`src/rtl/assert_macros.svh`:
```
// Assertion helper macros used by the scheduler table RTL.
`ifndef ASSERT_MACROS_SVH
`define ASSERT_MACROS_SVH
`ifndef NO_ASSERTIONS
`define ASSERT_CLK(label, clk, rst, prop, msg) \
   label: assert property (@(posedge clk) disable iff (rst) (prop)) else $error(msg);
`define ASSERT_ALWAYS(label, clk, prop, msg) \
   label: assert property (@(posedge clk) (prop)) else $error(msg);
`else
`define ASSERT_CLK(label, clk, rst, prop, msg)
`define ASSERT_ALWAYS(label, clk, prop, msg)
`endif
`endif

```
`src/rtl/wfst_div.sv`:
```
// ----------------------------------------------------------------------------
// wfst_div
// Radix-2 restoring divider: (delta << 10) / weight, one quotient bit a cycle.
// ----------------------------------------------------------------------------
`timescale 1ns / 1ps
`default_nettype none
module wfst_div (
   input  wire         clock,
   input  wire         reset,
   input  wire         start,
   input  wire [30:0]  delta,
   input  wire [16:0]  weight,
   output logic        done,
   output logic [40:0] quot
);
   logic [40:0] q_ff;
   logic [17:0] r_ff;
   logic [16:0] w_ff;
   logic [5:0]  cnt_ff;
   logic        busy_ff;
   logic [17:0] trial;
   logic [17:0] sh;
   assign sh = {r_ff[16:0], q_ff[40]};
   assign trial = sh - {1'b0, w_ff};
   always_ff @(posedge clock) begin
      if (reset) begin
         busy_ff <= 1'b0;
         done <= 1'b0;
      end else begin
         done <= 1'b0;
         if (start) begin
            q_ff <= {delta, 10'd0};
            r_ff <= '0;
            w_ff <= (weight == 17'd0) ? 17'd1 : weight;
            cnt_ff <= 6'd41;
            busy_ff <= 1'b1;
         end else if (busy_ff) begin
            if (!trial[17]) begin
               r_ff <= trial;
               q_ff <= {q_ff[39:0], 1'b1};
            end else begin
               r_ff <= sh;
               q_ff <= {q_ff[39:0], 1'b0};
            end
            cnt_ff <= cnt_ff - 6'd1;
            if (cnt_ff == 6'd1) begin
               busy_ff <= 1'b0;
               done <= 1'b1;
            end
         end
      end
   end
   assign quot = q_ff;
endmodule
`default_nettype wire
```
`config.mk`:
```
export PLATFORM = sky130hd
export DESIGN_NAME = wfst_div
export DESIGN_NICKNAME = d
export VERILOG_FILES = /design/src/rtl/assert_macros.svh /design/src/rtl/wfst_div.sv
export SDC_FILE = /design/constraint.sdc
export NUM_CORES = 1
export LEC_CHECK = 0
export ABC_AREA = 1
export BUFFER_PORTS_ARGS = -buffer_cell sky130_fd_sc_hd__buf_2
export CORE_UTILIZATION = 45
export DETAILED_ROUTE_END_ITERATION = 8
export PLACE_DENSITY_LB_ADDON = 0.1
export SYNTH_ARGS = -nofsm -noshare
export SYNTH_HDL_FRONTEND = slang
export SYNTH_SLANG_ARGS = --single-unit
```
`constraint.sdc`:
```
create_clock -name clock -period 4.8 [get_ports clock]
set_input_delay 0.24 -clock clock [delete_from_list [all_inputs] [get_ports clock]]
set_output_delay 0.24 -clock clock [all_outputs]
set_load 0.01 [all_outputs]
```
==> impl_metrics.toml, run 1 <==
[logic_synthesis]
yosys-top-cells-area = "edfxtp_1 51%, nand2_1 15%, inv_1 6.1%"
syn_area_per_cell_sq_um = 8.46
synthCells = 563
synth_edf_count = 81
ys_ff_latch = 83
synth_top_area_cell = "edfxtp_1"
synth.top_cell.area_share = 0.511
syn_area_sq_um = 4760
synth_cell_types = 32
ys.flop_type = "edfxtp_1"
syn_nets = 634
ys_warn_count = 0
ys_seq_area_frac = 0.519
synth.most_common_cell = "nand2_1"
ys_async_sr_fraction = 0
synth_common_cells = "195 x nand2_1, 81 x edfxtp_1, 78 x inv_1"

[sta]
worst_pin_slew_ps = 830
setup_total_negative_slack_ps = 0
rsz0062_at_grt = "false"
slew_headroom = 0.447
fin_crit_ps = 2670
drv_slew = 0
timing.final.crit_share = 0.557
fin_worst_skew_ps = 13.4
hold_viol = 0
hold_ws_ps = 73.0
setup_viol = 0
fmax_ghz = 0.374

[setup_path]
arrival_ps = 2700
path_buf_inv = 3
slowest_stage = "a21oi_4"
start_kind = "primary input"
crit_family = "buffers and inverters"
critPathKind = "in2reg"
cp-end-kind = "flop"
cp_max_fo = 47
worstPathCellList = "buf_2, clkinv_1, a21oi_4, buf_4"
cpPeakStageDelay_ps = 710
required_ps = 4830

[cells_and_area]
fin_nets = 712
diodes = 0
area_growth_pct = 15.4
fill_cells = 993
drive_above_1_share = 0.221

[clocking]
cts-buffers-inserted = 9
cts_tree = "built"
cts_sinks = 83
cts.path.max_buffers = 2
cts_setup_buffers = 0
cts_resized = 0
clock_latency_ps = 360
cts.reportedPaths.clkPinSlew_ps = 90
clockRootBuffer = "clkbuf_8"
htree_levels = 3
hold_buffers = 0

[route]
ant_nets = 0
wire_per_inst_um = 13.5
drtPass1Iterations = 4
drt-vias-per-instance = 4.81
routed_wl_um = 10500
drc = 0
vias = 3765
drtIter0Drc = 170

[pwr]
powerDensity_nw_per_um2 = 339
power.total_uw = 1860
power_frac_seq = 0.479
peakVddDrop_uv = 149
p_int_uw = 1270
leakage_uw = 0.00274
clkPwrFrac = 0.281
p_comb_frac = 0.240
p_switching_uw = 593
switching_share = 0.318

[grt]
grt_max_degree = 48
track_usage = 0.202
grt_pass1_wl_um = 17300
grt_remaining_overflow = 0
antenna_found_initial = 0
grt_pass1_vias = 3693

[placement]
gp_congestion = 0.790
hpwl_um = 7680
numPortBuffers = 92

[die]
die_y_um = 105
die_w_um = 105
initial_utilization = 0.463
dieArea_sq_um = 11000
row_count = 37
core_sq_um = 10300
ios = 93

[outcome]
status = "finished, final reports clean"

[job]
cap_viol_max_count = 0

[hold_path]
hp-class = "in2reg"
## cell usage in the layout, fill, tap and decap left out, types with 3 or more instances in the layout
master	n
nand4_1	4
buf_2	92
a21oi_2	3
xor2_1	9
inv_6	3
nor4_1	5
nand3_1	33
edfxtp_1	81
nor3_1	4
buf_4	4
a21oi_1	13
inv_2	4
nor2_2	10
o21ai_0	4
nor2_1	48
clkbuf_8	9
ha_1	19
nand2_4	5
inv_1	78
nand2_1	195
nand2_2	4
## cell families after synthesis
family | after synthesis | share of synthesized area
and+or+nand+nor | 315 | 0.287
DFF | 83 | 0.519
buffers and inverters | 112 | 0.0941
adders and majority gates | 20 | 0.0541
AOI/OAI and AO/OA | 24 | 0.0292
xor gates and xnor gates | 9 | 0.0166
## state kept, by name, summed over array words and instances, names as in the netlist
register  flops
w_ff         17
r_ff         17
quot         41
done          1
cnt_ff        6
busy_ff       1
## power by group through the flow
stage	clock network, uW	registers [uW]	logic (uW)
6_report	524	892	446
5_1_grt	564	899	505
4_1_cts	537	893	449
3_5_place_dp	0	908	449
3_3_place_gp	0	908	443
2_1_floorplan	0	916	328
## layer usage
metal  vias up  share of wire  track usage
li1       1933              -            -
met1      1729           0.46        0.256
met2        91           0.48        0.341
met3        12          0.045       0.0455
met4         0          0.013       0.0654
met5         -              0            0
## path summary, 6_finish.rpt
| path | start | to | slack, ps | depth (start not counted) |
|---|---|---|---|---|
| worst min-delay path | weight[15] | w_ff[15] | 70 | 1 |
| worst max register to register | r_ff[13] | r_ff[0] | 2240 | 8 |
| worst max-delay path | start | quot[15] | 2130 | 4 |
| worst min register to register | quot[15] | quot[16] | 550 | 2 |
## area by class of cell
cell class | instances | area [sq um] | area share
clock buffer | 10 | 128 | 0.0232
clock inverter | 6 | 71.3 | 0.0130
inverter | 83 | 312 | 0.0567
multi-input combinational | 368 | 1850 | 0.337
sequential | 83 | 2470 | 0.450
tap | 136 | 170 | 0.0310
timing repair buffer | 96 | 490 | 0.0892
## stage by stage
| stage | setup slack [ps] | cell area [sq um] | std cells | utilization |
|---|---|---|---|---|
| after floorplan | 790 | 4760 | 563 | - |
| after global placement | 1800 | 5300 | 766 | 0.515 |
| after CTS | 2080 | 5500 | 782 | 0.535 |
| after global routing | 1870 | 5500 | 782 | 0.535 |
| final | 2130 | 5500 | 782 | 0.535 |
| after detailed placement | 1700 | 5300 | 766 | 0.515 |
## worst reg2reg max path: stages, from the launching register on
cell and delay, ps:
edfxtp_1 410, ha_1 400, a21oi_2 210, o21ai_0 130, a21oi_2 240, nand3_1 470
nand2_2 370, nor2_1 70, nor2_1 130
Note: power is estimated with default switching activity, not from simulation.
==> inputs of run 2 (changes only) <==
==> constraint.sdc (replaced) <==
create_clock -name clock -period 2.4 [get_ports clock]
set_input_delay 0.12 -clock clock [delete_from_list [all_inputs] [get_ports clock]]
set_output_delay 0.12 -clock clock [all_outputs]
set_load 0.01 [all_outputs]
==> impl_metrics.toml, run 2 (synthesized netlist as in run 1, its figures left out) <==
[setup_path]
cpPeakStageDelay_ps = 410
cp_max_fo = 11
path_buf_inv = 2
worstPathCellList = "ha_1, nand2_1, inv_2, nand2_1, nor3_4, nand2_4, nand3_1, buf_4, nand2_2, nor2_1, nor2_1"
crit_family = "simple AND/OR/NAND/NOR gates"
critPathKind = "reg2reg"
arrival_ps = 2300
start_kind = "flop"
required_ps = 2510
slowest_stage = "edfxtp_1"
cp-end-kind = "flop"

[grt]
grt_pass1_vias = 3825
track_usage = 0.204
antenna_found_initial = 0
grt_remaining_overflow = 0
grt_pass1_wl_um = 17600
grt_max_degree = 50

[route]
ant_nets = 0
routed_wl_um = 10600
vias = 3837
drtPass1Iterations = 4
drtIter0Drc = 200
wire_per_inst_um = 13.2
drt-vias-per-instance = 4.77
drc = 0

[clocking]
cts_tree = "built"
cts_sinks = 83
cts.path.max_buffers = 2
cts_setup_buffers = 0
htree_levels = 3
clock_latency_ps = 350
cts.reportedPaths.clkPinSlew_ps = 80
clockRootBuffer = "clkbuf_8"
cts-buffers-inserted = 9

[pwr]
leakage_uw = 0.00286
switching_share = 0.293
peakVddDrop_uv = 421
clkPwrFrac = 0.307
powerDensity_nw_per_um2 = 682
p_int_uw = 2780
p_switching_uw = 1150
power_frac_seq = 0.453
p_comb_frac = 0.240

[sta]
drv_slew = 0
fmax_ghz = 0.457
slew_headroom = 0.632
fin_worst_skew_ps = 5.92
timing.final.crit_share = 0.911
worst_pin_slew_ps = 548
hold_ws_ps = 33.1
setup_viol = 0
hold_viol = 0
rsz0062_at_grt = "false"
fin_crit_ps = 2190
setup_total_negative_slack_ps = 0

[placement]
gp_congestion = 0.868
hpwl_um = 7630
placed_cell_area_sq_um = 5350
numPortBuffers = 92

[die]
ios = 93
die_y_um = 105
core_sq_um = 10300
die_w_um = 105
dieArea_sq_um = 11000
row_count = 37
initial_utilization = 0.463

[cells_and_area]
layout.cells.most_common = "nand2_1"
final_cell_mix = "194 x nand2_1, 92 x buf_2, 81 x edfxtp_1, 78 x inv_1, 48 x nor2_1"
diodes = 0
area_growth_pct = 21.0
drive_above_1_share = 0.223
final_cell_area_sq_um = 5760
final_core_util = 0.561
fin_nets = 734
largest_register_ffs = 41

[hold_path]
hp-class = "in2reg"

[job]
cap_viol_max_count = 0

[outcome]
status = "finished, final reports clean"
==> run 2: changes by cell type in the layout (fill, tap and decap cells not counted), sizes merged, moves of 2 or more <==
cell / delta
dlygate4sd3: +17
inv: -3
clkbuf: +2
clkinvlp: -2
buf: +5
bufinv: +2
==> run 2: final timing paths <==
kind,startpoint,end,slack [ps],cells after the start
worst max register to register,r_ff[8],r_ff[11],210,11
worst min-delay path,delta[16],quot[26],30,3
worst max-delay path,r_ff[8],r_ff[11],210,11
worst min register to register,busy_ff,done,520,2
==> run 2: worst reg2reg max path, stage by stage (launching register included) <==
cell	delay, ps
edfxtp_1	410
ha_1	380
nand2_1	120
inv_2	70
nand2_1	120
nor3_4	180
nand2_4	90
nand3_1	70
buf_4	190
nand2_2	150
nor2_1	130
nor2_1	60
==> run 2: final cells by class <==
cell class | instances | area (sq um)
Tap cell | 136 | 170
Clock buffer | 12 | 135
Multi-Input combinational cell | 368 | 1870
Fill cell | 947 | 4510
Timing Repair Buffer | 118 | 711
Inverter | 83 | 312
Clock inverter | 4 | 98.8
Sequential cell | 83 | 2470
==> run 2: what timing repair did <==
action / in CTS / in global routing
hold endpoints to repair: 17 / 0
endpoints found under the setup margin: 0 / 7
hold buffers: 17 / 0
gates resized for setup: 0 / 4
==> run 2: power groups by stage <==
stage / clock network, uW / registers [uW] / logic, uW
after floorplan: 0 / 1830 / 658
after global placement: 0 / 1810 / 903
after detailed placement: 0 / 1810 / 918
after CTS: 1230 / 1780 / 942
after global routing: 1280 / 1800 / 1070
final: 1210 / 1780 / 945
==> run 2: stage by stage <==
step	setup WS, ps	power, uW	std cells
after detailed placement	153	2730	771
after floorplan	376	2480	563
after global routing	6.53	4140	804
after global placement	189	2720	771
after CTS	148	3960	804
final	213	3930	804
==> run 2: per-layer routing <==
layer / wire (um) / up-vias / share of wire / GRT usage
met5: 0 / - / 0 / 0
met4: 277 / 0 / 0.026 / 0.103
met3: 516 / 22 / 0.049 / 0.0362
met2: 5060 / 95 / 0.48 / 0.340
met1: 4750 / 1745 / 0.45 / 0.255
li1: - / 1975 / - / -
