`src/rtl/assert_macros.svh`:
```
// Assertion helper macros used by the scheduler table RTL.
`ifndef ASSERT_MACROS_SVH
`define ASSERT_MACROS_SVH
`ifndef NO_ASSERTIONS
`define ASSERT_CLK(label, clk, rst, prop, msg) \
   label: assert property (@(posedge clk) disable iff (rst) (prop)) else $error(msg);
`define ASSERT_ALWAYS(label, clk, prop, msg) \
   label: assert property (@(posedge clk) (prop)) else $error(msg);
`else
`define ASSERT_CLK(label, clk, rst, prop, msg)
`define ASSERT_ALWAYS(label, clk, prop, msg)
`endif
`endif

```
`src/rtl/wfst_pkg.sv`:
```
// ----------------------------------------------------------------------------
// wfst_pkg
// Types, constants and the nice-to-weight table of the scheduler table.
// ----------------------------------------------------------------------------
`timescale 1ns / 1ps
`default_nettype none
package wfst_pkg;
   localparam int DEFAULT_ENTRIES = 64;
   localparam logic [30:0] VR_MAX = 31'h7FFF_FFFF;
   localparam logic [15:0] EPOCH_MAX = 16'hFFFF;
   localparam logic [5:0] NICE_MAX = 6'd39;
   localparam logic [5:0] NICE_RESET = 6'd20;
   localparam logic [22:0] TW_MAX = 23'h7F_FFFF;

   localparam logic [2:0] CMD_CREATE = 3'd0;
   localparam logic [2:0] CMD_FORK = 3'd1;
   localparam logic [2:0] CMD_NICE = 3'd2;
   localparam logic [2:0] CMD_CHARGE = 3'd3;
   localparam logic [2:0] CMD_RUN = 3'd4;
   localparam logic [2:0] CMD_PICK = 3'd5;

   localparam logic [1:0] ST_OK = 2'd0;
   localparam logic [1:0] ST_BAD_NICE = 2'd1;
   localparam logic [1:0] ST_NONE = 2'd2;

   typedef struct packed {
      logic [2:0]  cmd;
      logic [5:0]  slot;
      logic [5:0]  parent_slot;
      logic [5:0]  nice_value;
      logic [30:0] run_delta;
      logic        runnable_flag;
   } req_type;

   typedef struct packed {
      logic [1:0]  status;
      logic [5:0]  chosen_slot;
      logic [22:0] weight_sum;
   } rsp_type;

   // one table entry
   typedef struct packed {
      logic        used;
      logic        runnable;
      logic [5:0]  nice;
      logic [16:0] weight;
      logic [30:0] vrt;
      logic [15:0] epoch;
   } entry_type;

   function automatic logic [16:0] nice_weight(input logic [5:0] n);
      logic [16:0] w;
      case (n)
         6'd0: w = 17'd88818;  6'd1: w = 17'd71054;  6'd2: w = 17'd56843;
         6'd3: w = 17'd45475;  6'd4: w = 17'd36380;  6'd5: w = 17'd29104;
         6'd6: w = 17'd23283;  6'd7: w = 17'd18626;  6'd8: w = 17'd14901;
         6'd9: w = 17'd11921;  6'd10: w = 17'd9537;  6'd11: w = 17'd7629;
         6'd12: w = 17'd6104;  6'd13: w = 17'd4883;  6'd14: w = 17'd3906;
         6'd15: w = 17'd3125;  6'd16: w = 17'd2500;  6'd17: w = 17'd2000;
         6'd18: w = 17'd1600;  6'd19: w = 17'd1280;  6'd20: w = 17'd1024;
         6'd21: w = 17'd819;   6'd22: w = 17'd655;   6'd23: w = 17'd524;
         6'd24: w = 17'd419;   6'd25: w = 17'd336;   6'd26: w = 17'd268;
         6'd27: w = 17'd214;   6'd28: w = 17'd172;   6'd29: w = 17'd137;
         6'd30: w = 17'd110;   6'd31: w = 17'd88;    6'd32: w = 17'd70;
         6'd33: w = 17'd56;    6'd34: w = 17'd45;    6'd35: w = 17'd36;
         6'd36: w = 17'd29;    6'd37: w = 17'd23;    6'd38: w = 17'd18;
         default: w = 17'd15;
      endcase
      return w;
   endfunction
endpackage
`default_nettype wire

```
`src/rtl/wfst_cell.sv`:
```
// ----------------------------------------------------------------------------
// wfst_cell
// One table entry in the rotating ring; rewritten as it passes the head.
// ----------------------------------------------------------------------------
`timescale 1ns / 1ps
`default_nettype none
module wfst_cell (
   input  wire                   clock,
   input  wire                   reset,
   input  wire                   shift,
   input  wfst_pkg::entry_type   d_in,
   output wfst_pkg::entry_type   d_out
);
   import wfst_pkg::*;
   entry_type e_ff;
   // flags reset, payload does not
   always_ff @(posedge clock) begin
      if (shift) e_ff <= d_in;
      if (reset) begin
         e_ff.used <= 1'b0;
         e_ff.runnable <= 1'b0;
      end
   end
   assign d_out = e_ff;
endmodule
`default_nettype wire

```
`config.mk`:
```
export PLATFORM = sky130hd
export DESIGN_NAME = wfst_cell
export DESIGN_NICKNAME = d
export VERILOG_FILES = /design/src/rtl/assert_macros.svh /design/src/rtl/wfst_pkg.sv /design/src/rtl/wfst_cell.sv
export SDC_FILE = /design/constraint.sdc
export NUM_CORES = 1
export LEC_CHECK = 0
export CAP_MARGIN = 5
export CORE_MARGIN = 3
export CORE_UTILIZATION = 25
export CTS_CLUSTER_SIZE = 20
export DETAILED_ROUTE_END_ITERATION = 6
export DONT_BUFFER_PORTS = 1
export PLACE_DENSITY_LB_ADDON = 0.05
export RECOVER_POWER = 50
export SETUP_SLACK_MARGIN = 0.05
export SYNTH_ARGS = -nofsm -noshare
export SYNTH_HDL_FRONTEND = slang
export SYNTH_SLANG_ARGS = --single-unit
```
`constraint.sdc`:
```
create_clock -name clock -period 0.8 [get_ports clock]
set_input_delay 0.16 -clock clock [delete_from_list [all_inputs] [get_ports clock]]
set_output_delay 0.16 -clock clock [all_outputs]
set_load 0.02 [all_outputs]
```
==> impl_results.md, run 1 <==
- Run status: complete, but fails checks
- Failing checks: hold timing, setup timing
- Setup Viol. Count Final: 72
- Mapped Avg Cell Area: 28.5 µm²
- Leakage: 1.12 nW
- Cell area after synthesis: 2170 µm²
- CP Capture Type: output port
- Tot GR Track Use: 0.0968
- CTS tree: yes
- Max Cap Viol: 0
- Clock network power share: 0.304
- Setup CP Type: register to output port
- Slew Limit Fails: 0
- Drt pass-1 iters: 4
- Fmax: 0.990 GHz
- Layout cell share with drive strength beyond 1: 0.0958
- Gr ovfl total: 0
- Minimum clock period: 1.01 ns
- Die span in y: 99.2 µm
- Hold Slack: -0.0633 ns
- Nets: 237
- Clk sinks: 72
- Fillers: 783
- DR WL met2: 2.36 mm
- Register clock-pin slew on the reported worst setup and hold paths: 0.07 ns
- Initial DRC Count: 17
- Via count: 1095
- Finished Cell Area: 3210 µm²
- Worst Tran Pin Value: 0.272 ns
- Syn_nets: 151
- NetSw: 1.79 mW
- WL/cell: 17.3 µm
- RSZ-0062 raised after global routing: true
- Final worst slack: -0.210 ns
- I/O Pins: 147
- Post-Place Cell Area: 2320 µm²
- Synthesis-stage register bit count: 72
- Post-route clock period utilization: 1.26
- Initial antenna violation count: 0
- Num rows: 33
- Vias per cell: 4.03
- Max Buffers Root-to-Sink: 2
- RD Place Congestion: 0.601
- Wire length on met1: 1.65 mm
- Worst path arrival time: 0.85 ns
- Total CTS buffers: 9
- Sequential share of power: 0.654
- Chip Width: 99.2 µm
- Buffers added on ports: 0
- CP startpoint kind: register
- # diodes: 0
- Comb pwr share: 0.042
- Post-synthesis sequential area ratio: 0.987
- Met3 WL post-DR: 562 µm
- # H-tree levels: 3
- Top layer in use: met4
- Peak supply drop: 0.931 mV
- Hold Crit Class: input pin to register
- Synth warnings: 0
- Die area: 9830 µm²
- Post-route ant nets: 0
- Power density cells: 2370 nW/µm²
- Post-cts hold buffer count: 73
- Final Hold Viols: 71
- Syn Inst Count: 76
- Area Overhead vs Synth: 48.0%
- Largest net degree at the start of global routing: 73
- Max FFs per register: 72
- CP max FO: 1
- First-pass GRT wire length: 6.74 mm
- Worst Clk Skew: 0 ns
- Core Region: 8340 µm²
- CTS Root Cell: clkbuf_8
- Starting Density: 0.260
- Worst relative slew slack: 0.819
- Setup bufs post-CTS: 0
- Vias in the first global route: 1188
- Sw Share: 0.236
- Total Wirelength: 4.71 mm
- Power Internal: 5.82 mW
- Post-DP HPWL: 3.08 mm
- Cell variety after synth: 4
- Worst skew pair latency: 0.33 ns
- Critical Path RT: 0.64 ns
- DRC: 0
## power by group through the flow
| stage | logic [mW] | registers (mW) | clock network (mW) |
|---|---|---|---|
| after floorplan | 0.00842 | 5.01 | 0 |
| after global placement | 0.0263 | 5.07 | 0 |
| after detailed placement | 0.0262 | 5.07 | 0 |
| after CTS | 0.320 | 4.99 | 2.42 |
| after global routing | 0.345 | 5.01 | 2.64 |
| final | 0.319 | 4.98 | 2.32 |
## per-stage QoR
stage	std cells	power (mW)	util	TNS [ns]	setup WS, ns
finish	272	7.62	0.385	-12.90	-0.210
global route	272	8.00	0.385	-16.46	-0.249
CTS	272	7.74	0.385	-14.96	-0.234
detailed placement	183	5.10	0.278	0	0.152
global placement	183	5.10	0.278	0	0.155
floorplan	76	5.02	-	0	0.155
## logic make-up (layout without fill, tap and decap cells)
| group | Yosys count | after routing | synth area share |
|---|---|---|---|
| buffers and inverters | 0 | 91 | 0 |
| AND/OR/NAND/NOR | 2 | 2 | 0.00346 |
| flip-flops | 72 | 72 | 0.987 |
| multiplexers | 2 | 2 | 0.00923 |
## path summary, 6_finish.rpt
path / slack [ns] / startpoint / depth (start not counted) / endpoint
worst max register to register: 0.16 / d_out[70]$_SDFFE_PP0P_ / 2 / d_out[70]$_SDFFE_PP0P_
worst min register to register: 0.52 / d_out[71]$_SDFFE_PP0P_ / 2 / d_out[71]$_SDFFE_PP0P_
worst min-delay path: -0.06 / shift / 0 / d_out[15]$_DFFE_PP_
worst max-delay path: -0.21 / d_out[57]$_DFFE_PP_ / 0 / d_out[57]
## layout by cell type, fill, tap and decap left out
| master | count |
|---|---|
| edfxtp_1 | 70 |
| mux2i_1 | 2 |
| buf_6 | 2 |
| clkbuf_8 | 9 |
| clkinv_1 | 3 |
| dfxtp_2 | 2 |
| dlygate4sd3_1 | 73 |
| nor2_1 | 2 |
| clkinv_2 | 3 |
| clkbuf_1 | 1 |
## synth_stat cells
cell | n | area [µm²]
dfxtp_1 | 2 | 40.0
nor2_1 | 2 | 7.51
edfxtp_1 | 70 | 2100
mux2i_1 | 2 | 20.0
## metal layers
| metal | track usage | vias to the layer above |
|---|---|---|
| met2 | 0.154 | 88 |
| met3 | 0.0659 | 11 |
| met4 | 0.0588 | 0 |
| met5 | 0 | - |
| met1 | 0.0911 | 520 |
| li1 | - | 476 |
## cell type report
| cell class | count | area [µm²] | share of cell area |
|---|---|---|---|
| clock inverter | 6 | 26.3 | 0.00818 |
| sequential | 72 | 2140 | 0.668 |
| multi-input combinational | 4 | 27.5 | 0.00857 |
| tap | 105 | 131 | 0.0409 |
| clock buffer | 10 | 128 | 0.0398 |
| timing repair buffer | 75 | 753 | 0.235 |
## what timing repair did
action,in CTS,in global routing
gates cloned,0,0
endpoints found under the hold margin,142,72
endpoints found under the setup margin,72,72
resized for setup,4,0
No activity file was read; power rests on OpenSTA's default activity.
==> run 2: changes to the inputs <==
Settings changed: CTS_CLUSTER_DIAMETER set to 120, MAX_ROUTING_LAYER set to met4.
==> impl_results.md, run 2 (same netlist as run 1, synthesis figures left out) <==
- Run status: complete, but fails checks
- Failing checks: hold timing, setup timing
- Fmax: 0.993 GHz (+0.34%)
- Critical Path RT: 0.64 ns (about the same)
- R2R Path Start: d_out[70]$_SDFFE_PP0P_
- CTS Root Cell: clkbuf_8
- Final worst slack: -0.207 ns (+0.00341 ns)
- DP Cell Count: 183 (unchanged)
- Worst Clk Skew: 0 ns (unchanged)
- Drt pass-1 iters: 4 (unchanged)
- CP max FO: 1 (unchanged)
- Post-Place Cell Area: 2320 µm² (unchanged)
- CP startpoint kind: register
- Max Buffers Root-to-Sink: 2 (unchanged)
- Post-route ant nets: 0 (unchanged)
- Layout cell share with drive strength beyond 1: 0.0958 (unchanged)
- Finished Cell Area: 3210 µm² (unchanged)
- Die area: 9830 µm² (unchanged)
- First-pass GRT wire length: 6.73 mm (-0.10%)
- Peak supply drop: 0.928 mV (-0.36%)
- Layout Cells excl Fill: 272 (unchanged)
- Area Overhead vs Synth: 48.0% (unchanged)
- Num rows: 33 (unchanged)
- Worst hold start: shift
- Setup Viol. Count Final: 72 (unchanged)
- Hold Crit Class: input pin to register
- WHS Endpoint: d_out[15]$_DFFE_PP_
- I/O Pins: 147 (unchanged)
- Total Wirelength: 4.70 mm (-0.23%)
- CTS tree: yes
- Gr ovfl total: 0 (unchanged)
- # diodes: 0 (unchanged)
- Register clock-pin slew on the reported worst setup and hold paths: 0.07 ns (about the same)
- Die span in y: 99.2 µm (unchanged)
- CP Capture Type: output port
- Starting Density: 0.260 (unchanged)
- Post-route clock period utilization: 1.26 (-0.00426)
- Setup bufs post-CTS: 0 (unchanged)
- Most common cell after layout, fill and taps aside: dlygate4sd3_1
- DRC: 0 (unchanged)
- Tot GR Track Use: 0.0990 (+0.00214)
- Hold Slack: -0.0605 ns (+0.00282 ns)
- Vias in the first global route: 1189 (+0.084%)
- Power density cells: 2370 nW/µm² (-0.11%)
- Initial DRC Count: 22 (+5)
- Final Hold Viols: 70 (-1.4%)
- Worst Tran Pin Value: 0.272 ns (-0.0000242 ns)
- RD Place Congestion: 0.605 (+0.63%)
- Worst path arrival time: 0.85 ns (about the same)
- Largest net degree at the start of global routing: 73 (unchanged)
- R2R Setup Slk: 0.17 ns (about the same)
- Slew Limit Fails: 0 (unchanged)
- Post-DP HPWL: 3.08 mm (unchanged)
- Post-cts hold buffer count: 73 (unchanged)
- Final TNS setup: -12.69 ns (+0.217 ns)
- Pre-CTS setup slack: 0.152 ns (unchanged)
- Setup CP Type: register to output port
- Most frequent cells in the layout: 73 x dlygate4sd3_1, 70 x edfxtp_1, 9 x clkbuf_8, 3 x clkinv_1, 3 x clkinv_2
- R2R depth: 2 (unchanged)
- Buffers added on ports: 0 (unchanged)
- Nets: 237 (unchanged)
- WL/cell: 17.3 µm (-0.23%)
- Leakage: 1.12 nW (unchanged)
- Worst skew pair latency: 0.33 ns (about the same)
- Total CTS buffers: 9 (unchanged)
- Core Region: 8340 µm² (unchanged)
- Minimum clock period: 1.01 ns (-0.00341 ns)
- Clk sinks: 72 (unchanged)
- Hold path cells: 0 (unchanged)
- Initial antenna violation count: 0 (unchanged)
- Max FFs per register: 72 (unchanged)
- Chip Width: 99.2 µm (unchanged)
- Via count: 1097 (+0.18%)
- RSZ-0062 raised after global routing: true
- Reg-to-reg endpoint: d_out[70]$_SDFFE_PP0P_
- Worst relative slew slack: 0.819 (about the same)
- # H-tree levels: 3 (unchanged)
- Max Cap Viol: 0 (unchanged)
- Vias per cell: 4.03 (+0.18%)
==> run 2: cell counts in the layout (fill, tap and decap cells not counted) <==
Identical to the previous run, type by type.
==> run 2: per-stage QoR <==
stage | util | power, mW
after floorplan | - | 5.02
after global placement | 0.278 | 5.10
after detailed placement | 0.278 | 5.10
after CTS | 0.385 | 7.74
after global routing | 0.385 | 7.98
final | 0.385 | 7.61
==> run 2: layout make-up <==
cell class	count	area, µm²
Clock inverter	6	26.3
Fill cell	783	5130
Sequential cell	72	2140
Tap cell	105	131
Clock buffer	10	128
Timing Repair Buffer	75	753
Multi-Input combinational cell	4	27.5
==> run 2: worst max-delay path by stage <==
stage / startpoint / endpoint / slack (ns) / cells past startpoint
after floorplan: d_out[70]$_SDFFE_PP0P_ / d_out[70]$_SDFFE_PP0P_ / 0.15 / 2
after global placement: d_out[5]$_DFFE_PP_ / d_out[5] / 0.16 / 0
after detailed placement: d_out[57]$_DFFE_PP_ / d_out[57] / 0.15 / 0
after CTS: d_out[5]$_DFFE_PP_ / d_out[5] / -0.23 / 0
after global routing: d_out[20]$_DFFE_PP_ / d_out[20] / -0.24 / 0
final: d_out[57]$_DFFE_PP_ / d_out[57] / -0.21 / 0
==> run 2: power breakdown <==
| part | internal, mW | switching (mW) | total (mW) |
|---|---|---|---|
| clock network | 1.08 | 1.23 | 2.31 |
| logic | 0.253 | 0.0663 | 0.319 |
| registers | 4.49 | 0.490 | 4.98 |
==> run 2: repair_timing <==
| action | CTS | global route |
|---|---|---|
| resized for setup | 4 | 0 |
| pin swaps | 0 | 0 |
| endpoints found under the hold margin | 142 | 71 |
| setup endpoints to repair | 72 | 72 |
| cloned | 0 | 0 |
==> run 2: worst reg2reg max path, delay by kind of cell, from the launching register on <==
kind / cells / cell delay (ns)
and+or+nand+nor: 1 / 0.06
DFF: 1 / 0.33
muxes: 1 / 0.14
==> run 2: metal layers <==
layer	up-vias	share of wire	global-route usage	routed length (µm)
met5	-	0	-	0
met4	0	0.033	0.0714	153
met3	13	0.093	0.0400	436
met2	90	0.50	0.154	2360
met1	517	0.37	0.101	1750
li1	477	-	-	-
==> run 3: changes to the inputs <==
Clock period 0.8 ns to 0.9 ns, I/O delays scaled along.
==> impl_results.md, run 3 (same netlist as run 1, synthesis figures left out) <==
- Clock network power share: 0.361 (+0.058)
- Max Cap Viol: 0 (unchanged)
- Layout cell share with drive strength beyond 1: 0.103 (+0.00722)
- First-pass GRT wire length: 6.40 mm (-5.0%)
- Initial antenna violation count: 0 (unchanged)
- CP max FO: 1 (unchanged)
- Worst Tran Pin Value: 0.260 ns (-0.0118 ns)
- CP startpoint kind: register
- Worst relative slew slack: 0.827 (+0.00785)
- Power Internal: 5.74 mW (-1.4%)
- Power density cells: 2260 nW/µm² (-4.6%)
- Critical Path RT: 0.72 ns (+0.08 ns)
- Setup Viol. Count Final: 70 (-2.8%)
- Gr ovfl total: 0 (unchanged)
- Num rows: 33 (unchanged)
- Total chip power: 7.35 mW (-3.4%)
- Most common cell after layout, fill and taps aside: dlygate4sd3_1
- Via count: 1068 (-2.6%)
- Hold Slack: -0.0453 ns (+0.0152 ns)
- Tot GR Track Use: 0.0938 (-0.00512)
- # diodes: 0 (unchanged)
- Failing checks: hold timing, setup timing
- Hold Crit Class: input pin to register
- Drt pass-1 iters: 4 (unchanged)
- DRC: 0 (unchanged)
- Final worst slack: -0.123 ns (+0.0839 ns)
- NetSw: 1.61 mW (-10%)
- Setup CP Type: register to output port
- CTS tree: yes
- Worst skew pair latency: 0.33 ns (about the same)
- Final Hold Viols: 70 (unchanged)
- Chip Width: 99.2 µm (unchanged)
- CTS Root Cell: clkbuf_8
- Vias per cell: 3.96 (-1.9%)
- Pre-CTS setup slack: 0.210 ns (+0.0578 ns)
- Worst path arrival time: 0.84 ns (about the same)
- Final TNS setup: -7.01 ns (+5.68 ns)
- Total Wirelength: 4.57 mm (-2.8%)
- Leakage: 1.13 nW (+1.1%)
- Die area: 9830 µm² (unchanged)
- Post-route clock period utilization: 1.14
- Util after Layout: 0.390 (+0.00465)
- Worst Clk Skew: 0 ns (unchanged)
- Fmax: 0.978 GHz
- Most frequent cells in the layout: 73 x dlygate4sd3_1, 70 x edfxtp_1, 9 x clkbuf_8, 3 x clkinv_2
- Area Overhead vs Synth: 49.8%
- Max Buffers Root-to-Sink: 2 (unchanged)
- I/O Pins: 147 (unchanged)
- Post-cts hold buffer count: 73 (unchanged)
- RD Place Congestion: 0.590 (-2.4%)
- Nets: 235 (-0.84%)
- Register clock-pin slew on the reported worst setup and hold paths: 0.07 ns (about the same)
- Sequential share of power: 0.603 (-0.052)
- Starting Density: 0.260 (unchanged)
- Largest net degree at the start of global routing: 73 (unchanged)
- Comb pwr share: 0.036 (-0.006)
- Initial DRC Count: 36 (+64%)
- RSZ-0062 raised after global routing: true
- Peak supply drop: 0.850 mV (-8.4%)
- Vias in the first global route: 1154 (-2.9%)
- DP Cell Count: 181 (-1.1%)
- WL/cell: 16.9 µm (-2.1%)
- Layout Cells excl Fill: 270 (-0.74%)
- Clk sinks: 72 (unchanged)
- # H-tree levels: 3 (unchanged)
- Slew Limit Fails: 0 (unchanged)
- Sw Share: 0.219 (-0.0161)
- Buffers added on ports: 0 (unchanged)
- Minimum clock period: 1.02 ns
- Post-route ant nets: 0 (unchanged)
- Total CTS buffers: 9 (unchanged)
- Max FFs per register: 72 (unchanged)
- Core Region: 8340 µm² (unchanged)
- CP Capture Type: output port
- Die span in y: 99.2 µm (unchanged)
- Run status: complete, but fails checks
run 3: layout make-up:
cell class / count / area, µm²
clock buffer: 9 / 124
clock inverter: 7 / 86.3
fill: 789 / 5090
multi-input combinational: 4 / 27.5
sequential: 72 / 2150
tap: 105 / 131
timing repair buffer: 73 / 731
run 3: final timing paths:
kind	cells past startpoint	slack (ns)	to	start
max reg2reg	2	0.25	d_out[70]$_SDFFE_PP0P_	d_out[70]$_SDFFE_PP0P_
max	0	-0.12	d_out[57]	d_out[57]$_DFFE_PP_
min	0	-0.05	d_out[1]$_DFFE_PP_	shift
min reg2reg	2	0.56	d_out[71]$_SDFFE_PP0P_	d_out[71]$_SDFFE_PP0P_
run 3: power by group through the flow:
stage	combinational, mW	clock, mW	sequential, mW
floorplan	0.00748	0	4.46
global placement	0.00789	0	4.52
detailed placement	0.00840	0	4.51
CTS	0.266	2.78	4.44
global route	0.286	2.95	4.45
finish	0.264	2.65	4.43
run 3: stage by stage:
stage | instance area [µm²] | hold WS (ns)
floorplan | 2170 | 0.252
global placement | 2300 | 0.255
detailed placement | 2300 | 0.258
CTS | 3250 | -0.0717
global route | 3250 | -0.0796
finish | 3250 | -0.0453
run 3: metal layers:
metal  wire length [µm]  global-route usage
met5                  0                   -
met1               1580              0.0864
met4                 98              0.0630
met2               2430               0.156
met3                463              0.0414
run 3: what timing repair did:
action	CTS	global route
setup endpoints to repair	72	72
hold endpoints to repair	142	70
setup buffers	0	0
resized for setup	4	0
